===== src/rtl/spike_window_threshold_decoder_macros.svh =====
// assertion macros for the spike window threshold decoder
`ifndef SPIKE_WINDOW_THRESHOLD_DECODER_MACROS_SVH
`define SPIKE_WINDOW_THRESHOLD_DECODER_MACROS_SVH

// condition must hold at every clock edge out of reset
`define SWTD_ASSERT_ALWAYS(label, cond, msg) \
  label: assert property (@(posedge clk) disable iff (!rst_n) (cond)) else $error(msg);

// consequence must hold in the cycle after the trigger
`define SWTD_ASSERT_NEXT(label, trig, cons, msg) \
  label: assert property (@(posedge clk) disable iff (!rst_n) (trig) |=> (cons)) \
    else $error(msg);

`endif


===== src/rtl/swtd_pkg.sv =====
// shared types and constants of the spike window threshold decoder
package swtd_pkg;

  // parameter defaults
  localparam int MAX_WINDOW_DEF = 32;
  localparam int COUNT_BITS_DEF = 16;

  // fixed field widths
  localparam int SPIKE_W  = 8;
  localparam int CODE_W   = 2;
  localparam int WLEN_W   = 6;
  localparam int KEY_W    = 8;
  localparam int CFG_W    = 8;
  localparam int CFG_IDX_W = 2;
  localparam int BIN_W    = 16;
  localparam int OUT_CNT_W = 16;
  // history entry: expected code, channel b, channel a
  localparam int HIST_W   = CODE_W + 2 * SPIKE_W;

  // configuration register indexes
  localparam logic [CFG_IDX_W-1:0] REG_WINDOW_LENGTH = 2'd0;
  localparam logic [CFG_IDX_W-1:0] REG_ORDER_KEY_A   = 2'd1;
  localparam logic [CFG_IDX_W-1:0] REG_ORDER_KEY_B   = 2'd2;

  // motor codes
  localparam logic [CODE_W-1:0] MOTOR_NONE = 2'd0;
  localparam logic [CODE_W-1:0] MOTOR_LOW  = 2'd1;
  localparam logic [CODE_W-1:0] MOTOR_MID  = 2'd2;
  localparam logic [CODE_W-1:0] MOTOR_HIGH = 2'd3;

  // scoring codes
  localparam logic [CODE_W-1:0] SUCC_MISS     = 2'd0;
  localparam logic [CODE_W-1:0] SUCC_HIT      = 2'd1;
  localparam logic [CODE_W-1:0] SUCC_UNSCORED = 2'd2;
  localparam logic [CODE_W-1:0] EXP_UNSCORED  = 2'd0;

  // control of the window accumulator
  typedef struct packed {
    logic clear;
    logic add;
    logic use_first;
  } acc_ctrl_t;

endpackage


===== src/rtl/spike_window_threshold_decoder.sv =====
// top level: sequencer, scoring counters and output register of the decoder
//
//   channel | ports                                   | handshake
//   in      | spike_a, spike_b, expected_motor, last  | in_valid / in_ready
//   out     | motor_code, success, counts, last       | out_valid / out_ready
//   cfg     | cfg_index, cfg_wdata                    | cfg_we, no wait
//
// An accepted bin is stored in the history memory, then each result walks the window
// through the shared accumulator: the L taps, then the expected code read, each one
// passing through the memory's registered read port, then the output register.
// The walk is serial because the history memory has a single read port.
// A bin that yields no result is only stored; a final bin yields up to (L + 1) / 2.
// in_ready is high only when no bin is in progress; out_ready low holds the result
// in the output register and the next walk. Reset is synchronous and active low.
`include "spike_window_threshold_decoder_macros.svh"

module spike_window_threshold_decoder #(
  parameter int MAX_WINDOW = swtd_pkg::MAX_WINDOW_DEF,
  parameter int COUNT_BITS = swtd_pkg::COUNT_BITS_DEF
) (
  input  logic                           clk,
  input  logic                           rst_n,
  // input channel
  input  logic                           in_valid,
  output logic                           in_ready,
  input  logic [swtd_pkg::SPIKE_W-1:0]   in_spike_a,
  input  logic [swtd_pkg::SPIKE_W-1:0]   in_spike_b,
  input  logic [swtd_pkg::CODE_W-1:0]    in_expected_motor,
  input  logic                           in_last_bin,
  // result channel
  output logic                           out_valid,
  input  logic                           out_ready,
  output logic [swtd_pkg::CODE_W-1:0]    out_motor_code,
  output logic [swtd_pkg::CODE_W-1:0]    out_success,
  output logic [swtd_pkg::OUT_CNT_W-1:0] out_hit_count,
  output logic [swtd_pkg::OUT_CNT_W-1:0] out_scored_count,
  output logic                           out_last_result,
  // configuration port
  input  logic                           cfg_we,
  input  logic [swtd_pkg::CFG_IDX_W-1:0] cfg_index,
  input  logic [swtd_pkg::CFG_W-1:0]     cfg_wdata
);

  localparam int AW     = $clog2(MAX_WINDOW);
  localparam int LEN_W  = $clog2(MAX_WINDOW + 1);
  localparam int TAP_W  = $clog2(MAX_WINDOW + 2);
  localparam int OFF_W  = AW + 2;
  localparam int SUM_W  = $clog2(MAX_WINDOW * 255 + 1);
  localparam int QW     = SUM_W + 2;
  localparam int WL_X   = 7;
  localparam int SPW    = swtd_pkg::SPIKE_W;
  localparam int CW     = swtd_pkg::CODE_W;
  localparam int BW     = swtd_pkg::BIN_W;
  localparam logic [COUNT_BITS-1:0] COUNT_MAX = '1;
  localparam logic [BW-1:0]         BIN_MAX   = '1;

  typedef enum logic [2:0] {
    ST_IDLE = 3'b001,
    ST_WALK = 3'b010,
    ST_OUT  = 3'b100
  } state_t;

  state_t state_r, state_nxt;

  // configuration registers
  logic [swtd_pkg::WLEN_W-1:0] wlen_r;
  logic [swtd_pkg::KEY_W-1:0]  key_a_r, key_b_r;

  // trial state
  logic [AW-1:0]         wr_slot_r, wr_slot_nxt;
  logic [BW-1:0]         bin_count_r, bin_count_nxt;
  logic [SPW-1:0]        first_a_r, first_a_nxt;
  logic [SPW-1:0]        first_b_r, first_b_nxt;
  logic [COUNT_BITS-1:0] hits_r, hits_nxt;
  logic [COUNT_BITS-1:0] scored_r, scored_nxt;

  // per-bin walk state
  logic [AW-1:0]    cur_slot_r, cur_slot_nxt;
  logic [BW-1:0]    n_r, n_nxt;
  logic             last_r, last_nxt;
  logic [LEN_W-1:0] len_r, len_nxt;
  logic [AW-1:0]    k_r, k_nxt;
  logic [TAP_W-1:0] tap_r, tap_nxt;
  logic             d_tap_r, d_tap_nxt;
  logic             d_first_r, d_first_nxt;
  logic             d_ex_r, d_ex_nxt;

  // output register
  logic                           out_valid_r, out_valid_nxt;
  logic [CW-1:0]                  out_motor_r, out_motor_nxt;
  logic [CW-1:0]                  out_succ_r, out_succ_nxt;
  logic [swtd_pkg::OUT_CNT_W-1:0] out_hit_r, out_hit_nxt;
  logic [swtd_pkg::OUT_CNT_W-1:0] out_scored_r, out_scored_nxt;
  logic                           out_last_r, out_last_nxt;

  // datapath wires
  logic                        in_beat, out_beat;
  logic [WL_X-1:0]             wl_ext, len_sel;
  logic [LEN_W-1:0]            len_in, right_in, left_cur;
  logic [AW-1:0]               k_first;
  logic                        emit_start;
  logic                        issue, is_ex_tap, use_first_now;
  logic [OFF_W-1:0]            base_w, tap_w, off_w;
  logic [AW-1:0]               rd_off;
  logic [AW:0]                 slot_sum;
  logic [AW-1:0]               rd_addr;
  logic [swtd_pkg::HIST_W-1:0] mem_wdata, mem_rdata;
  swtd_pkg::acc_ctrl_t         acc_ctrl;
  logic                        acc_clear;
  logic [SUM_W-1:0]            sum_a, sum_b, s1, s2;
  logic [QW-1:0]               q1, q2, qlen;
  logic [CW-1:0]               motor, rd_ex, succ;
  logic                        counts_clear;

  assign in_beat  = in_valid && in_ready;
  assign out_beat = out_valid_r && out_ready;

  // configuration writes
  always_ff @(posedge clk) begin
    if (!rst_n) begin
      wlen_r  <= swtd_pkg::WLEN_W'(1);
      key_a_r <= '0;
      key_b_r <= swtd_pkg::KEY_W'(1);
    end else if (cfg_we) begin
      case (cfg_index)
        swtd_pkg::REG_WINDOW_LENGTH: wlen_r  <= cfg_wdata[swtd_pkg::WLEN_W-1:0];
        swtd_pkg::REG_ORDER_KEY_A:   key_a_r <= cfg_wdata;
        swtd_pkg::REG_ORDER_KEY_B:   key_b_r <= cfg_wdata;
        default: ;
      endcase
    end
  end

  // effective window length and its right half
  always_comb begin
    wl_ext = WL_X'(wlen_r);
    if (wl_ext == '0) begin
      len_sel = WL_X'(1);
    end else if (wl_ext > WL_X'(MAX_WINDOW)) begin
      len_sel = WL_X'(MAX_WINDOW);
    end else begin
      len_sel = wl_ext;
    end
  end
  assign len_in   = len_sel[LEN_W-1:0];
  assign right_in = len_in - (len_in >> 1) - LEN_W'(1);
  assign k_first  = (bin_count_r < BW'(right_in)) ? AW'(bin_count_r) : AW'(right_in);
  assign emit_start = in_last_bin || (bin_count_r >= BW'(right_in));

  // window tap offset back from the newest bin, clamped at zero
  assign left_cur  = len_r >> 1;
  assign issue     = (state_r == ST_WALK) && (tap_r <= TAP_W'(len_r));
  assign is_ex_tap = (tap_r == TAP_W'(len_r));
  assign base_w    = OFF_W'(k_r) + OFF_W'(left_cur);
  assign tap_w     = OFF_W'(tap_r);
  assign off_w     = (tap_w > base_w) ? '0 : (base_w - tap_w);
  assign use_first_now = !is_ex_tap && (BW'(off_w) > n_r);
  assign rd_off    = is_ex_tap ? k_r : off_w[AW-1:0];

  // ring slot behind the newest bin
  assign slot_sum = (AW+1)'(cur_slot_r) + (AW+1)'(MAX_WINDOW) - (AW+1)'(rd_off);
  assign rd_addr  = (slot_sum >= (AW+1)'(MAX_WINDOW)) ?
                    AW'(slot_sum - (AW+1)'(MAX_WINDOW)) : AW'(slot_sum);

  assign mem_wdata = {in_expected_motor, in_spike_b, in_spike_a};

  swtd_hist_mem #(
    .DEPTH (MAX_WINDOW),
    .AW    (AW)
  ) u_hist (
    .clk   (clk),
    .we    (in_beat),
    .waddr (wr_slot_r),
    .wdata (mem_wdata),
    .raddr (rd_addr),
    .rdata (mem_rdata)
  );

  assign acc_ctrl.clear     = acc_clear;
  assign acc_ctrl.add       = d_tap_r;
  assign acc_ctrl.use_first = d_first_r;

  swtd_window_unit #(
    .SUM_W (SUM_W)
  ) u_acc (
    .clk     (clk),
    .ctrl    (acc_ctrl),
    .mem_a   (mem_rdata[SPW-1:0]),
    .mem_b   (mem_rdata[2*SPW-1:SPW]),
    .first_a (first_a_r),
    .first_b (first_b_r),
    .sum_a   (sum_a),
    .sum_b   (sum_b)
  );

  // channel order and quarter thresholds, tested as 4*sum against length
  assign s1   = (key_b_r < key_a_r) ? sum_b : sum_a;
  assign s2   = (key_b_r < key_a_r) ? sum_a : sum_b;
  assign q1   = {s1, 2'b00};
  assign q2   = {s2, 2'b00};
  assign qlen = QW'(len_r);
  assign rd_ex = mem_rdata[swtd_pkg::HIST_W-1:2*SPW];

  always_comb begin
    if (q2 < qlen && q1 < qlen) begin
      motor = swtd_pkg::MOTOR_LOW;
    end else if (q2 >= qlen && q1 <= qlen) begin
      motor = swtd_pkg::MOTOR_MID;
    end else if (q2 >= qlen && q1 > qlen) begin
      motor = swtd_pkg::MOTOR_HIGH;
    end else begin
      motor = swtd_pkg::MOTOR_NONE;
    end
  end

  always_comb begin
    if (rd_ex == swtd_pkg::EXP_UNSCORED) begin
      succ = swtd_pkg::SUCC_UNSCORED;
    end else if (motor == rd_ex) begin
      succ = swtd_pkg::SUCC_HIT;
    end else begin
      succ = swtd_pkg::SUCC_MISS;
    end
  end

  // sequencer
  always_comb begin
    state_nxt      = state_r;
    wr_slot_nxt    = wr_slot_r;
    bin_count_nxt  = bin_count_r;
    first_a_nxt    = first_a_r;
    first_b_nxt    = first_b_r;
    hits_nxt       = hits_r;
    scored_nxt     = scored_r;
    cur_slot_nxt   = cur_slot_r;
    n_nxt          = n_r;
    last_nxt       = last_r;
    len_nxt        = len_r;
    k_nxt          = k_r;
    tap_nxt        = tap_r;
    d_tap_nxt      = issue && !is_ex_tap;
    d_first_nxt    = issue && use_first_now;
    d_ex_nxt       = issue && is_ex_tap;
    out_valid_nxt  = out_valid_r;
    out_motor_nxt  = out_motor_r;
    out_succ_nxt   = out_succ_r;
    out_hit_nxt    = out_hit_r;
    out_scored_nxt = out_scored_r;
    out_last_nxt   = out_last_r;
    acc_clear      = 1'b0;
    if (issue) begin
      tap_nxt = tap_r + TAP_W'(1);
    end
    case (state_r)
      ST_IDLE: begin
        if (in_beat) begin
          // store the bin and advance the trial
          if (bin_count_r == '0) begin
            first_a_nxt = in_spike_a;
            first_b_nxt = in_spike_b;
          end
          cur_slot_nxt = wr_slot_r;
          wr_slot_nxt  = (wr_slot_r == AW'(MAX_WINDOW - 1)) ? '0 : wr_slot_r + AW'(1);
          n_nxt        = bin_count_r;
          last_nxt     = in_last_bin;
          len_nxt      = len_in;
          if (in_last_bin) begin
            bin_count_nxt = '0;
          end else if (bin_count_r != BIN_MAX) begin
            bin_count_nxt = bin_count_r + BW'(1);
          end
          if (emit_start) begin
            k_nxt     = in_last_bin ? k_first : AW'(right_in);
            tap_nxt   = '0;
            acc_clear = 1'b1;
            state_nxt = ST_WALK;
          end
        end
      end
      ST_WALK: begin
        // expected code arrives after the last tap: score and present
        if (d_ex_r) begin
          out_motor_nxt = motor;
          out_succ_nxt  = succ;
          out_last_nxt  = last_r && (k_r == '0);
          if (rd_ex != swtd_pkg::EXP_UNSCORED) begin
            if (scored_r != COUNT_MAX) begin
              scored_nxt = scored_r + COUNT_BITS'(1);
            end
            if (succ == swtd_pkg::SUCC_HIT && hits_r != COUNT_MAX) begin
              hits_nxt = hits_r + COUNT_BITS'(1);
            end
          end
          out_hit_nxt    = swtd_pkg::OUT_CNT_W'(hits_nxt);
          out_scored_nxt = swtd_pkg::OUT_CNT_W'(scored_nxt);
          out_valid_nxt  = 1'b1;
          state_nxt      = ST_OUT;
        end
      end
      ST_OUT: begin
        if (out_beat) begin
          out_valid_nxt = 1'b0;
          // an ordinary bin gives one result, a final bin drains down to zero
          if (!last_r || k_r == '0) begin
            if (last_r) begin
              hits_nxt   = '0;
              scored_nxt = '0;
            end
            state_nxt = ST_IDLE;
          end else begin
            k_nxt     = k_r - AW'(1);
            tap_nxt   = '0;
            acc_clear = 1'b1;
            state_nxt = ST_WALK;
          end
        end
      end
      default: begin
        state_nxt = ST_IDLE;
      end
    endcase
  end

  // control registers
  always_ff @(posedge clk) begin
    if (!rst_n) begin
      state_r     <= ST_IDLE;
      wr_slot_r   <= '0;
      bin_count_r <= '0;
      first_a_r   <= '0;
      first_b_r   <= '0;
      hits_r      <= '0;
      scored_r    <= '0;
      d_tap_r     <= 1'b0;
      d_first_r   <= 1'b0;
      d_ex_r      <= 1'b0;
      out_valid_r <= 1'b0;
    end else begin
      state_r     <= state_nxt;
      wr_slot_r   <= wr_slot_nxt;
      bin_count_r <= bin_count_nxt;
      first_a_r   <= first_a_nxt;
      first_b_r   <= first_b_nxt;
      hits_r      <= hits_nxt;
      scored_r    <= scored_nxt;
      d_tap_r     <= d_tap_nxt;
      d_first_r   <= d_first_nxt;
      d_ex_r      <= d_ex_nxt;
      out_valid_r <= out_valid_nxt;
    end
  end

  // walk and result payload
  always_ff @(posedge clk) begin
    cur_slot_r   <= cur_slot_nxt;
    n_r          <= n_nxt;
    last_r       <= last_nxt;
    len_r        <= len_nxt;
    k_r          <= k_nxt;
    tap_r        <= tap_nxt;
    out_motor_r  <= out_motor_nxt;
    out_succ_r   <= out_succ_nxt;
    out_hit_r    <= out_hit_nxt;
    out_scored_r <= out_scored_nxt;
    out_last_r   <= out_last_nxt;
  end

  assign in_ready         = (state_r == ST_IDLE);
  assign out_valid        = out_valid_r;
  assign out_motor_code   = out_motor_r;
  assign out_success      = out_succ_r;
  assign out_hit_count    = out_hit_r;
  assign out_scored_count = out_scored_r;
  assign out_last_result  = out_last_r;

  // both running counts back at zero
  assign counts_clear = (hits_r == '0) && (scored_r == '0);

  // checks
  `SWTD_ASSERT_ALWAYS(a_ready_excl, !(in_ready && out_valid), "input taken while result pending")
  `SWTD_ASSERT_ALWAYS(a_hits_le_scored, hits_r <= scored_r, "hit count above scored count")
  `SWTD_ASSERT_NEXT(a_trial_clear, out_beat && out_last_r, counts_clear, "counts not cleared")

endmodule


===== src/rtl/swtd_hist_mem.sv =====
// history ring memory: one write port, one registered read port
module swtd_hist_mem #(
  parameter int DEPTH = swtd_pkg::MAX_WINDOW_DEF,
  parameter int AW    = $clog2(swtd_pkg::MAX_WINDOW_DEF)
) (
  input  logic                        clk,
  input  logic                        we,
  input  logic [AW-1:0]               waddr,
  input  logic [swtd_pkg::HIST_W-1:0] wdata,
  input  logic [AW-1:0]               raddr,
  output logic [swtd_pkg::HIST_W-1:0] rdata
);

  logic [swtd_pkg::HIST_W-1:0] mem [DEPTH];
  logic [swtd_pkg::HIST_W-1:0] rdata_r;

  // write port
  always_ff @(posedge clk) begin
    if (we) begin
      mem[waddr] <= wdata;
    end
  end

  // registered read port
  always_ff @(posedge clk) begin
    rdata_r <= mem[raddr];
  end

  assign rdata = rdata_r;

endmodule


===== src/rtl/swtd_window_unit.sv =====
// shared accumulator that sums both channels over the window taps
module swtd_window_unit #(
  parameter int SUM_W = 13
) (
  input  logic                         clk,
  input  swtd_pkg::acc_ctrl_t          ctrl,
  input  logic [swtd_pkg::SPIKE_W-1:0] mem_a,
  input  logic [swtd_pkg::SPIKE_W-1:0] mem_b,
  input  logic [swtd_pkg::SPIKE_W-1:0] first_a,
  input  logic [swtd_pkg::SPIKE_W-1:0] first_b,
  output logic [SUM_W-1:0]             sum_a,
  output logic [SUM_W-1:0]             sum_b
);

  logic [SUM_W-1:0]             sum_a_r, sum_a_nxt;
  logic [SUM_W-1:0]             sum_b_r, sum_b_nxt;
  logic [swtd_pkg::SPIKE_W-1:0] tap_a, tap_b;

  // pick stored bin or clamped front bin
  assign tap_a = ctrl.use_first ? first_a : mem_a;
  assign tap_b = ctrl.use_first ? first_b : mem_b;

  // one add per channel per tap
  always_comb begin
    sum_a_nxt = sum_a_r;
    sum_b_nxt = sum_b_r;
    if (ctrl.clear) begin
      sum_a_nxt = '0;
      sum_b_nxt = '0;
    end else if (ctrl.add) begin
      sum_a_nxt = sum_a_r + SUM_W'(tap_a);
      sum_b_nxt = sum_b_r + SUM_W'(tap_b);
    end
  end

  always_ff @(posedge clk) begin
    sum_a_r <= sum_a_nxt;
    sum_b_r <= sum_b_nxt;
  end

  assign sum_a = sum_a_r;
  assign sum_b = sum_b_r;

endmodule


===== config.mk =====
export PLATFORM = sky130hd
export DESIGN_NAME = spike_window_threshold_decoder
export DESIGN_NICKNAME = d
export VERILOG_FILES = /design/src/rtl/swtd_pkg.sv /design/src/rtl/spike_window_threshold_decoder.sv /design/src/rtl/swtd_hist_mem.sv /design/src/rtl/swtd_window_unit.sv
export VERILOG_INCLUDE_DIRS = /design/src /design/src/rtl
export SDC_FILE = /design/constraint.sdc
export NUM_CORES = 1
export LEC_CHECK = 0
export BUFFER_PORTS_ARGS = -buffer_cell sky130_fd_sc_hd__buf_2
export CAP_MARGIN = 10
export CELL_PAD_IN_SITES_DETAIL_PLACEMENT = 1
export CELL_PAD_IN_SITES_GLOBAL_PLACEMENT = 2
export CORE_ASPECT_RATIO = 0.8
export CORE_MARGIN = 2
export CORE_UTILIZATION = 43
export CTS_BUF_LIST = sky130_fd_sc_hd__clkbuf_4 sky130_fd_sc_hd__clkbuf_8
export DETAILED_ROUTE_END_ITERATION = 12
export PLACE_DENSITY = 0.81
export SLEW_MARGIN = 25
export SYNTH_ARGS = -nofsm -noshare
export SYNTH_HDL_FRONTEND = slang
export SYNTH_HIERARCHICAL = 1
export SYNTH_SLANG_ARGS = --single-unit
export TNS_END_PERCENT = 10

===== constraint.sdc =====
create_clock -name clk -period 4.9 [get_ports clk]
set_input_delay 0.98 -clock clk [delete_from_list [all_inputs] [get_ports clk]]
set_output_delay 0.98 -clock clk [all_outputs]
set_load 0.01 [all_outputs]

After elaboration in Yosys (flattened, before gate mapping)
Memory sizes are Yosys's and may differ from the RTL's. A register that Yosys moved wholly into a read port is not among the register bits. Cells that the tools add are included.

Bits in registers: 200. Bits in writable memories: 576. Input bits: 34. Word-level logic and storage cells: 168. Memories kept: 1.

Memories: u_hist.mem (depth 32, bits a word 18, read ports 1, clocked after Yosys merged registers in 1, write ports 1, RTL line swtd_hist_mem.sv:14) `logic [swtd_pkg::HIST_W-1:0] mem [DEPTH];`.

Add/subtract/negate cells: 15. $lt $le $gt $ge: 13. Equal/unequal tests: 19. Muxes and demuxes: 57. Reductions and logical operators: 36.

Operator list (count): two-way mux 16 bit (11); case mux 16 bit (2 select lines) (2); adder 16 x 1 -> 16 bit, second input constant (3); != test 16 bit, second input constant (3); two-way mux 5 bit (9); two-way mux 6 bit (7); less-than comparator 15 x 6 -> 1 bit (2); adder 13 x 8 -> 13 bit (2); two-way mux 13 bit (2); >= comparator 16 x 6 -> 1 bit (1); > comparator 7 x 16 -> 1 bit (1); logical NOT 16 bit (1); less-than comparator 16 x 6 -> 1 bit (1); two-way mux 8 bit (2); >= comparator 15 x 6 -> 1 bit (1); > comparator 15 x 6 -> 1 bit (1); less-or-equal comparator 15 x 6 -> 1 bit (1); logical AND 1 bit (12); two-way mux 3 bit (4); case mux 6 bit (2 select lines) (1); subtractor 6 x 5 -> 6 bit (2); two-way mux 2 bit (5); != test 2 bit, second input constant (5); case mux 5 bit (2 select lines) (1); 35 further kinds (60).

Logic depth before layout (Yosys ltp)
Word-level depth: 16. Gate-level depth with buffers: 26. Depth with buffers taken out: 23.

Cells and area by module
The synthesis kept the hierarchy.

Modules (own cells, without submodules): swtd_hist_mem (instances 1, cells an instance 1278, area an instance 23050.9 um^2, sequential area each 17656.9 um^2); spike_window_threshold_decoder (instances 1, cells an instance 936, area an instance 9326.4 um^2, sequential area each 4184.0 um^2); swtd_window_unit (instances 1, cells an instance 208, area an instance 1836.8 um^2, sequential area each 520.5 um^2).

Worst setup path after synthesis
Ideal clock, no wire load.

Path type: register -> register. From: reg k_r[0]. To: reg u_hist.rdata_r, in the netlist u_hist/rdata[10] (read register of u_hist.mem). Setup time: 0.124 ns. Data arrival time: 4.549 ns. Required time: 4.776 ns. Slack: 0.226 ns. Stages on the path, launching flop included: 26. Clock period less this slack: 4.674 ns. Path through: edfxtp_1 > ha_1 > fa_1 > ha_1 > nor2b_1 > o21ai_0 > a21oi_1 > o21ai_0 > nand2b_1 > a21oi_1 > or2_2 > o21ai_0 > ha_1 > fa_1 > inv_1 > a21o_1 > a21oi_1 > xor2_1 > xnor2_1 > buf_2 > nand2b_1 > clkbuf_2 > buf_2 > a21oi_1 > nand3_1 > nand3_1.

Word-level cells in the longest chain between the ends: 7. Elaborated cells between the ends (all ways): 9. Classes of those cells: add/sub (4); order compare (2); mux (3).

RTL lines: start, declared (RTL line spike_window_threshold_decoder.sv:82) `logic [AW-1:0] k_r, k_nxt;`; start signal, assigned (RTL line spike_window_threshold_decoder.sv:359) `k_r <= k_nxt;`; adder 5 x 5 -> 6 bit (RTL line spike_window_threshold_decoder.sv:154) `assign base_w = OFF_W'(k_r) + OFF_W'(left_cur);`; subtractor 6 x 6 -> 7 bit or > comparator 6 bit (tied branches) (RTL line spike_window_threshold_decoder.sv:156) `assign off_w = (tap_w > base_w) ? '0 : (base_w - tap_w);`; two-way mux 7 bit (RTL line spike_window_threshold_decoder.sv:156); two-way mux 5 bit * (RTL line spike_window_threshold_decoder.sv:158) `assign rd_off = is_ex_tap ? k_r : off_w[AW-1:0];`; subtractor 6 x 5 -> 6 bit * (RTL line spike_window_threshold_decoder.sv:161) `assign slot_sum = (AW+1)'(cur_slot_r) + (AW+1)'(MAX_WINDOW) - (AW+1)'(rd_off);`; subtractor 5 x 1 -> 5 bit or >= comparator 6 bit (tied branches) (RTL line spike_window_threshold_decoder.sv:163, spike_window_threshold_decoder.sv:162); two-way mux 5 bit * (RTL line spike_window_threshold_decoder.sv:162) `assign rd_addr = (slot_sum >= (AW+1)'(MAX_WINDOW)) ?`; via rd_addr[4] (RTL line spike_window_threshold_decoder.sv:106) `logic [AW-1:0] rd_addr;`; end, declared (RTL line swtd_hist_mem.sv:15) `logic [swtd_pkg::HIST_W-1:0] rdata_r;`.

Mark *: on every way through the listed nets, which the timed path passes. The rest lies on a longest branch. A chain may end at the register's enable or synchronous reset.

Worst setup path after layout
From: reg len_r[1]. To: reg u_hist.rdata_r, in the netlist u_hist/rdata[8] (read register of u_hist.mem).

Word-level cells in the longest chain between the ends: 7. Elaborated cells between the ends (all ways): 10. Classes of those cells: add/sub (4); order compare (2); eq/ne (1); mux (3).

RTL lines: start, declared (RTL line spike_window_threshold_decoder.sv:81) `logic [LEN_W-1:0] len_r, len_nxt;`; start signal, assigned (RTL line spike_window_threshold_decoder.sv:358) `len_r <= len_nxt;`; adder 5 x 5 -> 6 bit (RTL line spike_window_threshold_decoder.sv:154); subtractor 6 x 6 -> 7 bit or > comparator 6 bit (tied branches) (RTL line spike_window_threshold_decoder.sv:156); two-way mux 7 bit (RTL line spike_window_threshold_decoder.sv:156); two-way mux 5 bit * (RTL line spike_window_threshold_decoder.sv:158); subtractor 6 x 5 -> 6 bit * (RTL line spike_window_threshold_decoder.sv:161); subtractor 5 x 1 -> 5 bit or >= comparator 6 bit (tied branches) (RTL line spike_window_threshold_decoder.sv:163, spike_window_threshold_decoder.sv:162); two-way mux 5 bit * (RTL line spike_window_threshold_decoder.sv:162); via rd_addr[2] (RTL line spike_window_threshold_decoder.sv:106).

Marked as above.

==> reports/results.ini <==
[finish]
area_delta_synth_final_pct=14.45
regArea_um2=22360
num-nets-final=2743
mostFrequentLayoutCells=646 x edfxtp_1, 336 x mux2i_1, 148 x dfxtp_1, 143 x clkbuf_8, 121 x nand2_1
fin_util_pct=49.73
layout_commonest_cell=edfxtp_1
layout-drive-gt1-share_pct=18.98
final_area_um2=39160
multiInputGateArea_um2=11110
nFillCells=7870

[floorplanning]
initial_utilization_pct=43.45
io_pins=73
die_area_um2=81850
die_h_um=256.3
design.core.area_um2=78740
row_count=92
die_w_um=319.4

[synth]
synth_area_leader_cell=edfxtp_1
yosysWarningCount=6
synth_ff_type=edfxtp_1
async_flop_share_pct=0
synth_seq_cells=794
yosys-top-cells-area=edfxtp_1 57%, mux2i_1 9.8%, dfxtp_1 8.7%
netlist_area_um2=34210
avgSynthCellArea_um2=14.13
synth_edf_count=646
synth_cell_type_count=87
yosysSeqAreaShare_pct=65.36
synth_nets=2539
synth_top_area_share_pct=56.70
netlist_instances=2422

[timing]
fin_crit_sh_pct=96.65
skew_ns=0.03372
worst_pin_slew_ns=0.9102
slew_violations=0
setup_viol=0
fin_tns_setup_ns=0
slew_headroom_pct=38.47
whs_ns=0.4704
max_freq_mhz=211.1
min_period_ns=4.736
hold_viol=0

[hold_path]
hp-class=reg -> reg
hold_path_depth=2
hp-start=key_b_r[0]$_SDFFE_PN1P_
whs_endpoint=key_b_r[0]$_SDFFE_PN1P_

[place]
gp_congestion=0.8494
placed_area_um2=36280
io_buffer_count=72
dp_hpwl_um=59780

[pwr]
seqPwrFrac_pct=26.1
intPower_w=0.01770
power_density_nw_per_um2=774.2
pwr-share-clk_pct=19.2
p_sw_share_pct=41.60
peakVddDrop_mv=0.8414
p_leak_nw=14.19
comb_power_share_pct=54.7
p_sw_w=0.01261

[drt]
postRouteAntennaNets=0
via_per_inst=5.606
finalWirelength_um=89870
first_pass_iters=5
drc=0
wl_per_cell_um=23.86
vias=21110
drt_iter0_drc=1577

[clocking]
clock_path_buffers=3
path_clk_slew_ns=0.06
numCtsBuffers=131
clock_latency_ns=0.79
cts.sinks=794
cts-root-buf=clkbuf_8
h-tree-depth=4
cts_tree=yes

[global_routing]
grt_max_degree=51
grt_antenna_before_repair=5
grt_pass1_vias=22120
track_usage_pct=21.75
grt_overflow=0
grt_pass1_wl_um=135400

[setup_path]
required_ns=5.53
r2r-end=u_hist/rdata[8]$_DFF_P_
crit_path_start_kind=flop
r2r_slack_ns=0.16
r2r_start=len_r[1]$_DFFE_PP_
reg2reg_depth=22
endpoint_kind=flop
critical_path_arrival_ns=5.37
critPathMaxFanout=13
crit_type=reg -> reg

[status]
outcome=completed

[run]
cap_violations=0

-- layout make-up --
type                    count  share of cell area (%)
flip-flops and latches    794                   57.11
diodes                      3                 0.01917
clock inverters            51                  0.7925
well taps                1034                   3.304
repair buffers            187                   3.927
clock buffers             185                   5.832
multi-input cells        1446                   28.37
inverters                  66                  0.6519
-- logic make-up after synthesis --
family,synth area share [%]
flip-flops,65.36
AND/OR/NAND/NOR,8.491
AO/OA/AOI/OAI,7.555
multiplexers,10.75
buffers and inverters,2.812
adder cells (fa/ha/maj),3.167
XOR/XNOR,1.865
-- through the flow --
stage | setup WS, ns | cells | total power, W
floorplan | 0.2263 | 2422 | 0.01828
global placement | 0.09721 | 3518 | 0.02301
detailed placement | -0.02890 | 3518 | 0.02349
CTS | 0.008324 | 3754 | 0.02942
global route | -0.03523 | 3765 | 0.03183
finish | 0.1640 | 3766 | 0.03031
-- power by group through the flow --
stage               Combinational, W  Clock [W]  Sequential, W
floorplan                     0.0103          0        0.00794
global placement              0.0150          0        0.00804
detailed placement            0.0154          0        0.00806
CTS                           0.0155    0.00597        0.00792
global route                  0.0176    0.00625        0.00793
finish                        0.0166    0.00582        0.00791
-- routing by layer --
metal | up-vias | GRT usage [%] | part of all wire, %
li1 | 9675 | - | -
met2 | 579 | 34.00 | 46
met3 | 135 | 4.083 | 5.7
met5 | - | 0 | 0
met4 | 0 | 6.761 | 2.0
met1 | 10730 | 30.78 | 46
-- sequential cells by signal, indices dropped and copies added (netlist names), 8 cells and up --
| name | count |
|---|---|
| u_hist/mem | 576 |
| scored_r | 16 |
| n_r | 16 |
| first_a_r | 8 |
| hits_r | 16 |
| out_scored_count | 16 |
| first_b_r | 8 |
| key_b_r | 8 |
| u_acc/sum_b | 13 |
| key_a_r | 8 |
| u_acc/sum_a | 13 |
| u_hist/rdata | 18 |
| out_hit_count | 16 |
| bin_count_r | 16 |
-- cells in the mapped netlist (7+ instances only) --
cell and count:
buf_6 23, nor4_1 7, nor3_1 25, nand3_1 67, a31oi_1 30, o31ai_1 9, nand2_1 121, a211oi_1 9
nor3_2 12, a22oi_1 84, a22o_1 36, nand4_1 40, nor2b_1 64, inv_1 63, buf_2 33, o211ai_1 7
and3_1 15, a21oi_1 84, o21ai_1 13, edfxtp_1 646, dfxtp_1 148, nor2_1 113, ha_1 77, clkbuf_1 42
a21boi_0 9, o22ai_1 7, buf_4 8, or3_1 8, mux2i_1 336, mux2_2 28, xnor2_1 42, nand2b_1 19
nand3b_1 9, o21ai_0 34, a21o_1 13, xor2_1 29
-- timing repair --
item / CTS / global route
pin swaps: 1 / 7
hold buffers: 0 / 0
hold endpoints to repair: 0 / 0
gates cloned: 0 / 3
setup endpoints to repair: 9 / 49
gates resized for setup: 4 / 29
setup buffers: 0 / 6
-- critical path: stages (launching register included) --
cell and delay, ns:
edfxtp_1 0.40, ha_1 0.25, fa_1 0.40, a21o_1 0.17, a21oi_1 0.17, xnor2_1 0.14
ha_1 0.28, o21ai_0 0.09, nand2b_1 0.11, a21oi_2 0.17, or2_2 0.15, o21ai_1 0.07
ha_2 0.23, fa_1 0.40, buf_4 0.16, xnor2_2 0.16, buf_4 0.19, nor2b_4 0.23
buf_4 0.17, clkbuf_16 0.17, a22oi_1 0.11, a31oi_1 0.24, nand3_1 0.13
-- worst max-delay path by stage --
stage,from,endpoint,slack (ns),cells past startpoint
CTS,len_r[1]$_DFFE_PP_,u_hist/rdata[6]$_DFF_P_,0.008,24
floorplan,k_r[0]$_DFFE_PP_,u_hist/rdata[10]$_DFF_P_,0.23,25
detailed placement,len_r[1]$_DFFE_PP_,u_hist/rdata[15]$_DFF_P_,-0.03,23
global placement,len_r[1]$_DFFE_PP_,u_hist/rdata[11]$_DFF_P_,0.1,22
finish,len_r[1]$_DFFE_PP_,u_hist/rdata[8]$_DFF_P_,0.16,22
global route,len_r[1]$_DFFE_PP_,u_hist/rdata[2]$_DFF_P_,-0.04,23
(Power assumes the default switching activity.)
